[config.mk]
export PLATFORM = sky130hd
export DESIGN_NAME = rc_channel_press_detector_top
export DESIGN_NICKNAME = d
export VERILOG_FILES = /design/src/hw/rtl/rcpd_pkg.sv /design/src/hw/rtl/rcpd_cfg.sv /design/src/hw/rtl/rcpd_core.sv /design/src/hw/rtl/rc_channel_press_detector_top.sv
export SDC_FILE = /design/constraint.sdc
export NUM_CORES = 1
export LEC_CHECK = 0
export BUFFER_PORTS_ARGS = -buffer_cell sky130_fd_sc_hd__buf_2
export CORE_MARGIN = 2
export CORE_UTILIZATION = 60
export DETAILED_ROUTE_END_ITERATION = 8
export GPL_TIMING_DRIVEN = 1
export PLACE_DENSITY = 0.86
export SETUP_SLACK_MARGIN = 0.05
export SYNTH_ARGS = -nofsm -noshare
export SYNTH_HDL_FRONTEND = slang
export SYNTH_SLANG_ARGS = --single-unit
[constraint.sdc]
create_clock -name i_clk -period 8.3 [get_ports i_clk]
set_input_delay 0.83 -clock i_clk [delete_from_list [all_inputs] [get_ports i_clk]]
set_output_delay 0.83 -clock i_clk [all_outputs]
set_load 0.005 [all_outputs]
[src/hw/rtl/rcpd_pkg.sv]
// Shared types and constants for the RC channel press detector.
package rcpd_pkg;

    localparam int SAMPLE_BITS_DEF = 12;

    localparam int SIG_W    = 12;
    localparam int PERIOD_W = 32;
    localparam int TIME_W   = 32;
    localparam int THR_W    = SIG_W + 2;
    localparam int CFG_IDX_W  = 2;
    localparam int CFG_DATA_W = 32;

    localparam logic [CFG_IDX_W-1:0] CFG_SIGNAL_MIN   = 2'd0;
    localparam logic [CFG_IDX_W-1:0] CFG_SIGNAL_MAX   = 2'd1;
    localparam logic [CFG_IDX_W-1:0] CFG_PRESS_MODE   = 2'd2;
    localparam logic [CFG_IDX_W-1:0] CFG_PRESS_PERIOD = 2'd3;

    localparam logic [SIG_W-1:0]    RST_SIGNAL_MIN   = 12'd1000;
    localparam logic [SIG_W-1:0]    RST_SIGNAL_MAX   = 12'd2000;
    localparam logic                RST_PRESS_MODE   = 1'b0;
    localparam logic [PERIOD_W-1:0] RST_PRESS_PERIOD = 32'd1000;

    localparam logic OP_SAMPLE = 1'b0;
    localparam logic OP_FETCH  = 1'b1;

    localparam logic MODE_LONG  = 1'b0;
    localparam logic MODE_SHORT = 1'b1;

    typedef struct packed {
        logic [SIG_W-1:0]        signal_min;
        logic [SIG_W-1:0]        signal_max;
        logic                    press_mode;
        logic [PERIOD_W-1:0]     press_period;
        logic signed [THR_W-1:0] threshold;
    } t_cfg;

endpackage

[src/hw/rtl/rcpd_cfg.sv]
// Configuration registers and press threshold for the press detector.
module rcpd_cfg (
    input  logic                             i_clk,
    input  logic                             i_rst_n,
    input  logic                             i_cfg_we,
    input  logic [rcpd_pkg::CFG_IDX_W-1:0]   i_cfg_index,
    input  logic [rcpd_pkg::CFG_DATA_W-1:0]  i_cfg_data,
    output rcpd_pkg::t_cfg                   o_cfg
);
    import rcpd_pkg::*;

    logic [SIG_W-1:0]        r_signal_min;
    logic [SIG_W-1:0]        r_signal_max;
    logic                    r_press_mode;
    logic [PERIOD_W-1:0]     r_press_period;
    logic signed [THR_W-1:0] w_diff;
    logic signed [THR_W-1:0] w_quarter;

    always_ff @(posedge i_clk) begin
        if (!i_rst_n) begin
            r_signal_min   <= RST_SIGNAL_MIN;
            r_signal_max   <= RST_SIGNAL_MAX;
            r_press_mode   <= RST_PRESS_MODE;
            r_press_period <= RST_PRESS_PERIOD;
        end else if (i_cfg_we) begin
            unique case (i_cfg_index)
                CFG_SIGNAL_MIN:   r_signal_min   <= i_cfg_data[SIG_W-1:0];
                CFG_SIGNAL_MAX:   r_signal_max   <= i_cfg_data[SIG_W-1:0];
                CFG_PRESS_MODE:   r_press_mode   <= i_cfg_data[0];
                CFG_PRESS_PERIOD: r_press_period <= i_cfg_data[PERIOD_W-1:0];
            endcase
        end
    end

    // quarter of (max - min), rounded toward zero
    always_comb begin
        w_diff    = $signed({2'b00, r_signal_max}) - $signed({2'b00, r_signal_min});
        w_quarter = (w_diff < 0) ? ((w_diff + THR_W'(3)) >>> 2) : (w_diff >>> 2);
    end

    assign o_cfg.signal_min   = r_signal_min;
    assign o_cfg.signal_max   = r_signal_max;
    assign o_cfg.press_mode   = r_press_mode;
    assign o_cfg.press_period = r_press_period;
    assign o_cfg.threshold    = $signed({2'b00, r_signal_max}) - w_quarter;

endmodule

[src/hw/rtl/rcpd_core.sv]
// Press state and event decision for one staged request.
module rcpd_core #(
    parameter int SAMPLE_BITS = rcpd_pkg::SAMPLE_BITS_DEF
) (
    input  logic                          i_clk,
    input  logic                          i_rst_n,
    input  logic                          i_advance,
    input  logic                          i_opcode,
    input  logic [SAMPLE_BITS-1:0]        i_sample_value,
    input  logic [rcpd_pkg::TIME_W-1:0]   i_now_ms,
    input  rcpd_pkg::t_cfg                i_cfg,
    output logic                          o_event_flag
);
    import rcpd_pkg::*;

    localparam int CMP_W = ((SAMPLE_BITS > THR_W) ? SAMPLE_BITS : THR_W) + 1;

    logic              r_pressed;
    logic [TIME_W-1:0] r_start;
    logic              r_reported;
    logic              r_pending;
    logic              n_pressed;
    logic [TIME_W-1:0] n_start;
    logic              n_reported;
    logic              n_pending;
    logic              w_now_pressed;
    logic [TIME_W-1:0] w_held;
    logic signed [CMP_W-1:0] w_sample_ext;
    logic signed [CMP_W-1:0] w_thr_ext;

    assign w_sample_ext  = $signed({{(CMP_W-SAMPLE_BITS){1'b0}}, i_sample_value});
    assign w_thr_ext     = CMP_W'(i_cfg.threshold);
    assign w_now_pressed = w_sample_ext > w_thr_ext;
    assign w_held        = i_now_ms - r_start;

    always_comb begin
        n_pressed    = r_pressed;
        n_start      = r_start;
        n_reported   = r_reported;
        n_pending    = r_pending;
        o_event_flag = 1'b0;
        if (i_opcode == OP_FETCH) begin
            o_event_flag = r_pending;
            n_pending    = 1'b0;
        end else if (i_sample_value != '0) begin
            if (w_now_pressed && !r_pressed) begin
                n_start = i_now_ms;
            end else if (!r_reported && r_pressed) begin
                if (i_cfg.press_mode == MODE_LONG) begin
                    if (w_held >= i_cfg.press_period) begin
                        n_pending  = 1'b1;
                        n_reported = 1'b1;
                    end
                end else if (!w_now_pressed && (w_held < i_cfg.press_period)) begin
                    n_pending = 1'b1;
                end
            end
            if (r_pressed != w_now_pressed) begin
                n_reported = 1'b0;
            end
            n_pressed = w_now_pressed;
        end
    end

    always_ff @(posedge i_clk) begin
        if (!i_rst_n) begin
            r_pressed  <= 1'b0;
            r_start    <= '0;
            r_reported <= 1'b0;
            r_pending  <= 1'b0;
        end else if (i_advance) begin
            r_pressed  <= n_pressed;
            r_start    <= n_start;
            r_reported <= n_reported;
            r_pending  <= n_pending;
        end
    end

endmodule

[src/hw/rtl/rc_channel_press_detector_top.sv]
// Top level of the RC channel press detector: input stage, core, result stage.
//
//   channel | direction | handshake                    | payload
//   --------+-----------+------------------------------+------------------------------
//   in      | request   | i_in_valid / o_in_ready      | i_opcode, i_sample_value, i_now_ms
//   out     | result    | o_out_valid / i_out_ready    | o_event_flag
//   cfg     | write     | i_cfg_we                     | i_cfg_index, i_cfg_data
//
// One request per cycle sustained while results are taken; each request passes the input
// register, then the core logic, then the result register.
// Reset is synchronous, active low, and clears press state and both stage valids.
// A stalled result holds in the result register while one more request waits in
// the input register; the input stops taking requests only when both are full.
module rc_channel_press_detector_top #(
    parameter int SAMPLE_BITS = rcpd_pkg::SAMPLE_BITS_DEF
) (
    input  logic                             i_clk,
    input  logic                             i_rst_n,
    input  logic                             i_in_valid,
    output logic                             o_in_ready,
    input  logic                             i_opcode,
    input  logic [SAMPLE_BITS-1:0]           i_sample_value,
    input  logic [rcpd_pkg::TIME_W-1:0]      i_now_ms,
    output logic                             o_out_valid,
    input  logic                             i_out_ready,
    output logic                             o_event_flag,
    input  logic                             i_cfg_we,
    input  logic [rcpd_pkg::CFG_IDX_W-1:0]   i_cfg_index,
    input  logic [rcpd_pkg::CFG_DATA_W-1:0]  i_cfg_data
);
    import rcpd_pkg::*;

    logic                   r_in_valid;
    logic                   r_opcode;
    logic [SAMPLE_BITS-1:0] r_sample_value;
    logic [TIME_W-1:0]      r_now_ms;
    logic                   r_out_valid;
    logic                   r_event_flag;
    logic                   w_advance;
    logic                   w_flag;
    t_cfg                   w_cfg;

    assign w_advance  = r_in_valid && (!r_out_valid || i_out_ready);
    assign o_in_ready = !r_in_valid || w_advance;

    always_ff @(posedge i_clk) begin
        if (!i_rst_n) begin
            r_in_valid <= 1'b0;
        end else if (o_in_ready) begin
            r_in_valid <= i_in_valid;
        end
    end

    always_ff @(posedge i_clk) begin
        if (o_in_ready && i_in_valid) begin
            r_opcode       <= i_opcode;
            r_sample_value <= i_sample_value;
            r_now_ms       <= i_now_ms;
        end
    end

    always_ff @(posedge i_clk) begin
        if (!i_rst_n) begin
            r_out_valid <= 1'b0;
        end else if (w_advance) begin
            r_out_valid <= 1'b1;
        end else if (i_out_ready) begin
            r_out_valid <= 1'b0;
        end
    end

    always_ff @(posedge i_clk) begin
        if (w_advance) begin
            r_event_flag <= w_flag;
        end
    end

    rcpd_cfg u_cfg (
        .i_clk       (i_clk),
        .i_rst_n     (i_rst_n),
        .i_cfg_we    (i_cfg_we),
        .i_cfg_index (i_cfg_index),
        .i_cfg_data  (i_cfg_data),
        .o_cfg       (w_cfg)
    );

    rcpd_core #(
        .SAMPLE_BITS (SAMPLE_BITS)
    ) u_core (
        .i_clk          (i_clk),
        .i_rst_n        (i_rst_n),
        .i_advance      (w_advance),
        .i_opcode       (r_opcode),
        .i_sample_value (r_sample_value),
        .i_now_ms       (r_now_ms),
        .i_cfg          (w_cfg),
        .o_event_flag   (w_flag)
    );

    assign o_out_valid  = r_out_valid;
    assign o_event_flag = r_event_flag;

endmodule

==> results.md, run 1 <==
- Status: finished clean
- Max Cap Violations: 0
- Final hold vios: 0
- Critical setup path kind: flop to flop
- Top cells by area, synth: dfxtp_1 (21%), edfxtp_1 (15%), ha_1 (14%), nand2_1 (8.1%), a21boi_0 (5.9%)
- Residual DRC: 0
- Die ar.: 0.0160 mm²
- Part of the cycle the worst path needs: 0.812
- Worst Reg2Reg Path Length in Cells: 31
- Multi-input gate area: 0.00521 mm²
- Slew Limit Headroom: 0.249
- Post-layout minimum cycle time: 6740 ps
- Hold Crit Class: flop to flop
- Finished layout cell area: 0.0101 mm²
- First-pass GRT wire length: 32900 µm
- Worst VDD drop: 0.203 mV
- Clock buffer depth: 2
- Die W: 126 µm
- Syn_nets: 1219
- Post CTS Setup Buffer Count: 0
- Cell repeated most along the worst path: ha_1
- Area growth syn-to-layout: 12.5%
- CP max-delay cell: o32ai_2
- Gr ovfl total: 0
- Req. time, crit path: 8670 ps
- Clock Power Share: 0.349
- Reg area: 0.00326 mm²
- CP Max Fanout: 5
- Pre-antenna DRT Iters: 5
- Starting density of the core: 0.615
- Switch share: 0.309
- Total Routed Length: 19700 µm
- Core area: 0.0146 mm²
- Synth top area share: 0.210
- Detail Route Antenna Nets: 0
- Post-synth top flop: dfxtp_1
- Post-CTS Hold Buffers: 0
- CTS buffer count: 17
- Vias: 7434
- Fraction of layout cells with a size suffix above 1: 0.120
- Pint: 1.39 mW
- Count leader, synth: nand2_1
- Initial antenna violation count: 2
- Sink Count: 140
- I/O Pins: 87
- H-tree Lvls: 4
- TNS Setup: 0 ps
- Synth async-reset ratio: 0
- Combinational Power Share: 0.271
- Delay of the slowest cell on the worst path: 460 ps
- Routed length per instance: 15.1 µm
- Worst-skew pair later-pin latency: 430 ps
- Cell taking the most area after synthesis: dfxtp_1
- Gate Count Post-Synth: 1031
- Worst Clk Skew: 8.28 ps
- Syn. warnings: 0
- Highest clock rate: 148 MHz
- Worst path arrival time: 7100 ps
- Hold-critical path depth: 2
- Critical path endpoint category: flop
- Gpl congestion: 0.907
- Net switching power: 0.620 mW
- Synth Area per Inst: 8.70 µm²
- Seq cells post-synth: 140
- Part of the power in registers: 0.380
- Post-synth EDFFs: 46
- Synth unique cells: 65
- Worst Setup Start Kind: flop
- Setup violators final: 0
- Leakage: 4.10 nW
- Clk pin slew, worst setup/hold paths: 60 ps
- RSZ-0062 raised after global routing: false
- Commonest cells in the netlist: nand2_1 (193), ha_1 (101), inv_1 (99)
- DR vias/cell: 5.69
- Placed Area: 0.00955 mm²
- Port Buffer Count: 86
- Seq/Total Area, Yosys: 0.364
- Largest net degree at the start of global routing: 96
- Least-Margin Pin Slew: 1120 ps
- Tot GR Track Use: 0.254
- Resize count post-CTS: 0
- Mapped Area: 0.00897 mm²
- Max-slew violations: 0
- Die height: 126 µm
- Number of global-route vias before repair: 7150
- DRT iter0 DRCs: 479
- FILL cells: 1137
- Rows: 44
- Final-stage net count: 1295
- DP HPWL: 14300 µm
- Clock root buffer: clkbuf_16
- Power per cell area: 199 mW/mm²
- TritonCTS clock tree: done
-- path summary, 6_finish.rpt --
check,start,end,slack [ps]
max,u_cfg.r_signal_max[0]$_SDFFE_PN0P_,u_core.r_reported$_SDFFE_PN0P_,1560
min,u_core.r_start[1]$_SDFFE_PN0P_,u_core.r_start[1]$_SDFFE_PN0P_,460
max reg2reg,u_cfg.r_signal_max[0]$_SDFFE_PN0P_,u_core.r_reported$_SDFFE_PN0P_,1560
min reg2reg,u_core.r_start[1]$_SDFFE_PN0P_,u_core.r_start[1]$_SDFFE_PN0P_,460
-- kinds of logic (layout without fill, tap and decap cells) --
logic type | count (synthesis) | count (layout) | synth area share
buffers and inverters | 134 | 223 | 0.0562
DFF | 140 | 140 | 0.364
xor gates and xnor gates | 52 | 52 | 0.0508
muxes | 4 | 4 | 0.00502
AOI/OAI and AO/OA | 265 | 265 | 0.209
other | 0 | 2 | 0
and+or+nand+nor | 332 | 332 | 0.168
adders and majority gates | 104 | 104 | 0.148
-- registers in the layout, indices dropped and copies added (netlist names) --
signal and count:
u_cfg.r_press_mode 1, u_core.r_pending 1, r_opcode 1, u_cfg.r_signal_min 12, u_cfg.r_press_period 32, u_core.r_pressed 1, o_out_valid 1, r_sample_value 12
u_cfg.r_signal_max 12, u_core.r_reported 1, r_in_valid 1, o_event_flag 1, r_now_ms 32, u_core.r_start 32
-- cell usage in the layout (no fill, tap or decap), types with 8 or more instances in the layout --
| cell type | instances |
|---|---|
| o211ai_1 | 16 |
| and2_1 | 9 |
| nor2b_1 | 10 |
| or3_1 | 11 |
| nand3_1 | 24 |
| clkbuf_16 | 18 |
| xor2_1 | 17 |
| a211oi_1 | 8 |
| inv_1 | 99 |
| and3_1 | 8 |
| a21boi_0 | 71 |
| a21o_1 | 27 |
| ha_1 | 101 |
| buf_2 | 86 |
| nand2b_1 | 11 |
| dfxtp_1 | 94 |
| edfxtp_1 | 46 |
| nand2_1 | 193 |
| o21a_1 | 9 |
| xnor2_1 | 35 |
| o21ai_0 | 26 |
| nor2_1 | 32 |
| a21oi_1 | 46 |
-- worst max-delay path: cells and delay by family, from the launching register on --
kind | cells | cell delay (ps)
xor+xnor | 2 | 180
compound gates | 11 | 2650
simple gates | 10 | 1740
mux | 2 | 520
fa+ha+maj | 5 | 1170
flops | 1 | 310
buf+inv | 1 | 70
-- routing by layer --
metal  share of wire  routed length [µm]  vias up  track usage
met1            0.45                8880     3449        0.328
met5               0                   0        -            0
met3           0.050                 981       41       0.0498
li1                -                   -     3748            -
met2            0.47                9200      196        0.420
met4           0.032                 633        0        0.104
-- power by group through the flow --
stage	combinational, mW	sequential (mW)	clock [mW]
floorplan	0.410	0.770	0
global placement	0.514	0.775	0
detailed placement	0.532	0.776	0
CTS	0.541	0.762	0.710
global route	0.615	0.765	0.737
finish	0.544	0.762	0.699
-- stage by stage --
stage          hold slack (ps)  instances  setup WS, ps  power, mW  utilization
6_report                   462       1306          1560       2.01        0.692
4_1_cts                    467       1304          1560       2.01        0.692
5_1_grt                    480       1306          1070       2.12        0.692
3_3_place_gp               451       1272          1840       1.29        0.654
3_5_place_dp               459       1272          1600       1.31        0.654
2_1_floorplan              442       1031          2150       1.18            -
-- area by class of cell --
| type | instances | share of cell area |
|---|---|---|
| multi-input combinational | 757 | 0.516 |
| timing repair buffer | 90 | 0.0456 |
| clock buffer | 20 | 0.0454 |
| sequential | 140 | 0.323 |
| inverter | 101 | 0.0377 |
| antenna | 2 | 0.000496 |
| clock inverter | 12 | 0.00867 |
| tap | 184 | 0.0228 |
(Power assumes the default switching activity.)
==> run 2, diff against run 1 <==
--- a/config.mk
+++ b/config.mk
@@ -5,12 +5,13 @@
 export SDC_FILE = /design/constraint.sdc
 export NUM_CORES = 1
 export LEC_CHECK = 0
+export ABC_AREA = 1
 export BUFFER_PORTS_ARGS = -buffer_cell sky130_fd_sc_hd__buf_2
 export CORE_MARGIN = 2
-export CORE_UTILIZATION = 60
+export CORE_UTILIZATION = 54
 export DETAILED_ROUTE_END_ITERATION = 8
 export GPL_TIMING_DRIVEN = 1
-export PLACE_DENSITY = 0.86
+export PLACE_DENSITY = 0.82
 export SETUP_SLACK_MARGIN = 0.05
 export SYNTH_ARGS = -nofsm -noshare
 export SYNTH_HDL_FRONTEND = slang
==> constraint.sdc (replaced) <==
create_clock -name i_clk -period 6 [get_ports i_clk]
set_input_delay 0.6 -clock i_clk [delete_from_list [all_inputs] [get_ports i_clk]]
set_output_delay 0.6 -clock i_clk [all_outputs]
set_load 0.005 [all_outputs]
==> run 2 against run 1 <==
Compared with the run above:
- die area grew 7.7%
- fmax grew 22%
- final cell count grew 9.0%
- sequential share of layout area grew 0.14 points
- largest power group unchanged
- combinational power grew 84%
- critical endpoint is now u_core.r_start[21]$_SDFFE_PN0P_
==> results.md, run 2 <==
- Status: finished clean (unchanged)
- Combinational Power Share: 0.320 (was 0.271)
- Highest clock rate: 180 MHz (was 148 MHz)
- DP HPWL: 14900 µm (was 14300 µm)
- Syn_nets: 1294 (was 1219)
- Vias: 7761 (was 7434)
- Clk pin slew, worst setup/hold paths: 60 ps (about the same)
- Die ar.: 0.0172 mm² (was 0.0160 mm²)
- Critical path endpoint category: flop (unchanged)
- H-tree Lvls: 4 (unchanged)
- Worst path arrival time: 5890 ps (was 7100 ps)
- Clock Power Share: 0.337 (was 0.349)
- Seq/Total Area, Yosys: 0.374 (was 0.364)
- DR vias/cell: 5.45 (was 5.69)
- Gate Count Post-Synth: 1106 (was 1031)
- Post-synth EDFFs: 46 (unchanged)
- Pre-antenna DRT Iters: 5 (unchanged)
- Req. time, crit path: 6350 ps (was 8670 ps)
- Max-slew violations: 0 (unchanged)
- Pre-CTS setup slack: 383 ps (was 1600 ps)
- Power per cell area: 311 mW/mm² (was 199 mW/mm²)
- Hold-critical path depth: 1 (was 2)
- Worst VDD drop: 0.233 mV (was 0.203 mV)
- CTS buffer count: 17 (unchanged)
- Clock root buffer: clkbuf_16 (unchanged)
- Tot Pwr: 3.13 mW (was 2.01 mW)
- Synth unique cells: 32 (was 65)
- Commonest cells in the netlist: nand2_1 (176), inv_1 (170), a21oi_1 (142) (was nand2_1 (193), ha_1 (101), inv_1 (99))
- Final hold vios: 0 (unchanged)
- Part of the cycle the worst path needs: 0.924 (was 0.812)
- TNS Setup: 0 ps (unchanged)
- Die height: 131 µm (was 126 µm)
- Worst Clk Skew: 9.18 ps (was 8.28 ps)
- Pint: 2.10 mW (was 1.39 mW)
- Worst R2R Start: u_cfg.r_signal_max[1]$_SDFFE_PN0P_ (was u_cfg.r_signal_max[0]$_SDFFE_PN0P_)
- TritonCTS clock tree: done (unchanged)
- Synth async-reset ratio: 0 (unchanged)
- Finished layout cell area: 0.0101 mm² (about the same)
- Worst Reg2Reg Path Length in Cells: 36 (was 31)
- Cell taking the most area after synthesis: dfxtp_1 (unchanged)
- Part of the power in registers: 0.343 (was 0.380)
- Syn. warnings: 0 (unchanged)
- CP Max Fanout: 31 (was 5)
- Slew Limit Headroom: 0.504 (was 0.249)
- Least-Margin Pin Slew: 740 ps (was 1120 ps)
- GR met3 Demand/Resource: 0.0480 (was 0.0498)
- Worst Setup Start Kind: flop (unchanged)
- Commonest non-fill, non-tap cell in the layout: nand2_1 (unchanged)
- Routed length per instance: 14.4 µm (was 15.1 µm)
- Clock buffer depth: 2 (unchanged)
- Delay of the slowest cell on the worst path: 450 ps (was 460 ps)
- Top cells by area, synth: dfxtp_1 (22%), edfxtp_1 (16%), ha_1 (14%), a21oi_1 (8.2%), nand2_1 (7.6%) (was dfxtp_1 (21%), edfxtp_1 (15%), ha_1 (14%), nand2_1 (8.1%), a21boi_0 (5.9%))
- Net switching power: 1.03 mW (was 0.620 mW)
- Sink Count: 140 (unchanged)
- Starting density of the core: 0.551 (was 0.615)
- Detail Route Antenna Nets: 0 (unchanged)
- Setup violators final: 0 (unchanged)
- Placed Area: 0.00938 mm² (was 0.00955 mm²)
- Mapped Area: 0.00872 mm² (was 0.00897 mm²)
- Tot GR Track Use: 0.240 (was 0.254)
- Worst-skew pair later-pin latency: 430 ps (about the same)
- Count leader, synth: nand2_1 (unchanged)
- Synth top area share: 0.216 (was 0.210)
- Rows: 46 (was 44)
- Residual DRC: 0 (unchanged)
- Worst setup margin: 457 ps (was 1560 ps)
- Total Routed Length: 20500 µm (was 19700 µm)
- Largest net degree at the start of global routing: 84 (was 96)
- CP max-delay cell: dfxtp_1 (was o32ai_2)
- Final-stage net count: 1382 (was 1295)
- Met1 GRT Util: 0.292 (was 0.328)
- Area growth syn-to-layout: 15.4% (was 12.5%)
- I/O Pins: 87 (unchanged)
- Initial antenna violation count: 1 (was 2)
- Fraction of layout cells with a size suffix above 1: 0.122 (was 0.120)
- DRT iter0 DRCs: 512 (was 479)
- Core area: 0.0158 mm² (was 0.0146 mm²)
- GRT busiest layer: met2 (unchanged)
- Setup slack, reg-to-reg: 460 ps (was 1560 ps)
- Post-synth top flop: dfxtp_1 (unchanged)
- Leakage: 4.52 nW (was 4.10 nW)
- Gr ovfl total: 0 (unchanged)
- Die W: 131 µm (was 126 µm)
- Hold Crit Class: primary input to flop (was flop to flop)
- Hold EP: r_now_ms[12]$_DFFE_PP_ (was u_core.r_start[1]$_SDFFE_PN0P_)
- Grt met2 use: 0.414 (was 0.420)
- Post-layout minimum cycle time: 5540 ps (was 6740 ps)
- Crit Reg-Reg Endpoint: u_core.r_start[21]$_SDFFE_PN0P_ (was u_core.r_reported$_SDFFE_PN0P_)
- RSZ-0062 raised after global routing: false (unchanged)
- Largest regs: r_now_ms: 32 flops, u_cfg.r_press_period: 32 flops, u_core.r_start: 32 flops (unchanged)
- Synth Area per Inst: 7.88 µm² (was 8.70 µm²)
- Critical setup path kind: flop to flop (unchanged)
- Port Buffer Count: 86 (unchanged)
- HP Start: i_now_ms[12] (was u_core.r_start[1]$_SDFFE_PN0P_)
- Switch share: 0.329 (was 0.309)
- Most frequent cells in the layout: nand2_1 (175), inv_1 (169), a21oi_1 (142), o21ai_0 (102), ha_1 (101) (was nand2_1 (193), ha_1 (101), inv_1 (99), dfxtp_1 (94), buf_2 (86))
- Max Cap Violations: 0 (unchanged)
- Gpl congestion: 0.995 (was 0.907)
- First-pass GRT wire length: 32500 µm (was 32900 µm)
- Seq cells post-synth: 140 (unchanged)
- Number of global-route vias before repair: 7287 (was 7150)
[run 2: changes by cell type after synthesis, moves of 25 or more]
cell | previous run | this run
a21boi_0 | 71 | 2
a21o_1 | 27 | 2
a21oi_1 | 46 | 142
inv_1 | 99 | 170
o21ai_0 | 26 | 104
[run 2: metal layers]
metal	vias to the layer above	part of all wire
li1	3919	-
met1	3545	0.44
met2	252	0.48
met3	45	0.052
met4	0	0.029
met5	-	0
[run 2: power by group through the flow]
stage / logic, mW / registers, mW / clock network, mW
after CTS: 0.969 / 1.07 / 1.07
after global routing: 1.14 / 1.08 / 1.10
after global placement: 0.922 / 1.09 / 0
after floorplan: 0.737 / 1.08 / 0
final: 1.00 / 1.07 / 1.06
after detailed placement: 0.954 / 1.09 / 0
[run 2: logic make-up after synthesis]
family                   share of synthesized area
buffers and inverters                       0.0844
AND/OR/NAND/NOR                              0.164
AO/OA/AOI/OAI                                0.178
adder cells (fa/ha/maj)                      0.152
XOR/XNOR                                    0.0472
flip-flops                                   0.374
[run 2: worst max-delay path by stage]
stage               cells after the start                              end                                from  slack, ps
finish                                 36  u_core.r_start[21]$_SDFFE_PN0P_  u_cfg.r_signal_max[1]$_SDFFE_PN0P_        460
global route                           35    u_core.r_pending$_SDFFE_PN0P_  u_cfg.r_signal_max[0]$_SDFFE_PN0P_         20
CTS                                    36  u_core.r_start[29]$_SDFFE_PN0P_  u_cfg.r_signal_max[0]$_SDFFE_PN0P_        310
detailed placement                     36  u_core.r_start[29]$_SDFFE_PN0P_  u_cfg.r_signal_max[0]$_SDFFE_PN0P_        380
global placement                       35    u_core.r_pending$_SDFFE_PN0P_  u_cfg.r_signal_min[3]$_SDFFE_PN1P_        640
floorplan                              34  u_core.r_start[28]$_SDFFE_PN0P_  u_cfg.r_signal_min[3]$_SDFFE_PN1P_       1030
[run 2: worst max-delay path: cells and delay by family, from the launching register on]
family / cells / cell delay [ps]
compound gates: 9 / 1300
simple gates: 16 / 1530
xor+xnor: 1 / 180
buf+inv: 6 / 740
flops: 1 / 450
fa+ha+maj: 4 / 1220
[run 2: final cells by class]
cell class,instances,area (µm²)
inverter,170,638
clock inverter,9,110
clock buffer,23,489
sequential,140,3260
multi-input combinational,770,4750
antenna,1,2.50
tap,216,270
timing repair buffer,95,528
fill,1338,5770
[run 2: per-stage QoR]
step / hold WS, ps / cells / utilization
final: 348 / 1424 / 0.635
after global routing: 337 / 1424 / 0.635
after CTS: 332 / 1420 / 0.630
after detailed placement: 452 / 1388 / 0.592
after global placement: 443 / 1388 / 0.592
after floorplan: 433 / 1106 / -
[run 2: what timing repair did]
item / 4_1_cts / 5_1_grt
buffers inserted: 0 / 2
endpoints found under the setup margin: 0 / 34
gates resized for setup: 0 / 10
hold buffers: 0 / 0
==> run 3, diff against run 2 <==
--- a/config.mk
+++ b/config.mk
@@ -7,11 +7,12 @@
 export LEC_CHECK = 0
 export ABC_AREA = 1
 export BUFFER_PORTS_ARGS = -buffer_cell sky130_fd_sc_hd__buf_2
+export CAP_MARGIN = 30
 export CORE_MARGIN = 2
-export CORE_UTILIZATION = 54
+export CORE_UTILIZATION = 60
 export DETAILED_ROUTE_END_ITERATION = 8
 export GPL_TIMING_DRIVEN = 1
-export PLACE_DENSITY = 0.82
+export PLACE_DENSITY = 0.86
 export SETUP_SLACK_MARGIN = 0.05
 export SYNTH_ARGS = -nofsm -noshare
 export SYNTH_HDL_FRONTEND = slang
==> constraint.sdc (replaced) <==
create_clock -name i_clk -period 6.12 [get_ports i_clk]
set_input_delay 0.612 -clock i_clk [delete_from_list [all_inputs] [get_ports i_clk]]
set_output_delay 0.612 -clock i_clk [all_outputs]
set_load 0.005 [all_outputs]
==> run 3 against run 2 <==
Compared with the run above:
- routed wire length increased by 2.7%
- core utilization rose by 6.0 points
- fmax is 1.6% lower
- clock power about the same
- global-route usage rose by 3.2 points
- clock skew hardly changed
- combinational power is essentially flat
- via count up 0.76%
- sequential share of layout area increased by 0.20 points
- critical path type unchanged
- largest cell class unchanged
- largest power group unchanged
==> results.md, run 3 (synthesis results as in run 2) <==
- Status: finished clean (unchanged)
- Hold Crit Class: primary input to flop (unchanged)
- Critical setup path kind: flop to flop (unchanged)
- Initial antenna violation count: 2 (was 1)
- DRT iter0 DRCs: 609 (was 512)
- Clk pin slew, worst setup/hold paths: 60 ps (about the same)
- Leakage: 4.51 nW (was 4.52 nW)
- Final design utilization: 0.695 (was 0.635)
- Slew Limit Headroom: 0.465 (was 0.504)
- Worst VDD drop: 0.213 mV (was 0.233 mV)
- H-tree Lvls: 4 (unchanged)
- Routed length per instance: 15.1 µm (was 14.4 µm)
- Fraction of layout cells with a size suffix above 1: 0.120 (was 0.122)
- Most frequent cells in the layout: nand2_1 (175), inv_1 (169), a21oi_1 (142), o21ai_0 (103), ha_1 (101) (was nand2_1 (175), inv_1 (169), a21oi_1 (142), o21ai_0 (102), ha_1 (101))
- Area growth syn-to-layout: 14.7% (was 15.4%)
- Gr ovfl total: 0 (unchanged)
- Vias: 7820 (was 7761)
- Post-layout minimum cycle time: 5630 ps (was 5540 ps)
- CP max-delay cell: fa_1 (was dfxtp_1)
- Port Buffer Count: 86 (unchanged)
- CTS buffer count: 17 (unchanged)
- Final-stage net count: 1381 (was 1382)
- Clock buffer depth: 2 (unchanged)
- Max Cap Violations: 0 (unchanged)
- Worst Clk Skew: 8.81 ps (was 9.18 ps)
- RSZ-0062 raised after global routing: false (unchanged)
- Pre-antenna DRT Iters: 7 (was 5)
- TritonCTS clock tree: done (unchanged)
- Sink Count: 140 (unchanged)
- Final hold vios: 0 (unchanged)
- Tot GR Track Use: 0.272 (was 0.240)
- Core area: 0.0144 mm² (was 0.0158 mm²)
- Die W: 125 µm (was 131 µm)
- Commonest non-fill, non-tap cell in the layout: nand2_1 (unchanged)
- DR vias/cell: 5.62 (was 5.45)
- Largest regs: r_now_ms: 32 flops, u_cfg.r_press_period: 32 flops, u_core.r_start: 32 flops (unchanged)
- Critical path endpoint category: flop (unchanged)
- Rows: 44 (was 46)
- Number of global-route vias before repair: 7453 (was 7287)
- Part of the cycle the worst path needs: 0.920 (was 0.924)
- Worst Setup Start Kind: flop (unchanged)
- Req. time, crit path: 6460 ps (was 6350 ps)
- Power per cell area: 309 mW/mm² (was 311 mW/mm²)
- Least-Margin Pin Slew: 798 ps (was 740 ps)
- TNS Setup: 0 ps (unchanged)
- I/O Pins: 87 (unchanged)
- Residual DRC: 0 (unchanged)
- Largest net degree at the start of global routing: 84 (unchanged)
- First-pass GRT wire length: 34500 µm (was 32500 µm)
- Delay of the slowest cell on the worst path: 400 ps (was 450 ps)
- CP Max Fanout: 31 (unchanged)
- Starting density of the core: 0.607 (was 0.551)
- DP HPWL: 15200 µm (was 14900 µm)
- Detail Route Antenna Nets: 0 (unchanged)
- Gpl congestion: 0.953 (was 0.995)
- Max-slew violations: 0 (unchanged)
- Post-CTS Hold Buffers: 0 (unchanged)
- Setup violators final: 0 (unchanged)
- Clock root buffer: clkbuf_16 (unchanged)
- Die ar.: 0.0155 mm² (was 0.0172 mm²)
- Worst path arrival time: 5970 ps (was 5890 ps)
- Total Routed Length: 21000 µm (was 20500 µm)
- Die height: 125 µm (was 131 µm)
- Highest clock rate: 178 MHz (was 180 MHz)
- Worst-skew pair later-pin latency: 430 ps (about the same)
-- run 3: cell type report --
cell class / instances / area, µm²
antenna: 1 / 2.50
inverter: 170 / 638
sequential: 140 / 3260
tap: 184 / 230
fill: 1131 / 4380
clock inverter: 13 / 140
timing repair buffer: 94 / 533
multi-input combinational: 770 / 4730
clock buffer: 19 / 453
-- run 3: layer usage --
layer | global-route usage | part of all wire
met3 | 0.0498 | 0.052
met5 | 0 | 0.00090
met4 | 0.136 | 0.035
met1 | 0.336 | 0.42
met2 | 0.456 | 0.49
-- run 3: repair_timing --
item                                    CTS  global route
buffers inserted                          0             1
endpoints found under the hold margin     0             0
endpoints found under the setup margin    0            34
gates resized for setup                   0             4
-- run 3: critical path, delay by kind of cell, from the launching register on --
family | cells | cell delay (ps)
simple gates | 16 | 1520
flops | 1 | 330
xor+xnor | 1 | 190
fa+ha+maj | 5 | 1430
compound gates | 9 | 1350
buf+inv | 6 | 680
-- run 3: where the power goes --
group / internal (mW) / switching, mW / leakage, nW
Combinational: 0.390 / 0.601 / 3.01
Sequential: 1.02 / 0.0286 / 1.22
Clock: 0.623 / 0.418 / 0.290
-- run 3: final timing paths --
| path | start | endpoint | cells after the start | slack [ps] |
|---|---|---|---|---|
| worst max-delay path | u_cfg.r_signal_max[0]$_SDFFE_PN0P_ | u_core.r_start[13]$_SDFFE_PN0P_ | 37 | 490 |
| worst min-delay path | i_now_ms[10] | r_now_ms[10]$_DFFE_PP_ | 1 | 350 |
| worst max register to register | u_cfg.r_signal_max[0]$_SDFFE_PN0P_ | u_core.r_start[13]$_SDFFE_PN0P_ | 37 | 490 |
| worst min register to register | u_core.r_start[2]$_SDFFE_PN0P_ | u_core.r_start[2]$_SDFFE_PN0P_ | 2 | 460 |
-- run 3: through the flow --
step / area (µm²) / std cells / hold WS [ps] / total power [mW] / setup slack, ps
floorplan: 8720 / 1106 / 433 / 1.78 / 1150
global placement: 9330 / 1355 / 444 / 1.98 / 731
detailed placement: 9330 / 1355 / 452 / 2.02 / 506
CTS: 9920 / 1387 / 345 / 3.06 / 366
global route: 9990 / 1391 / 343 / 3.27 / 26.8
finish: 9990 / 1391 / 354 / 3.08 / 487
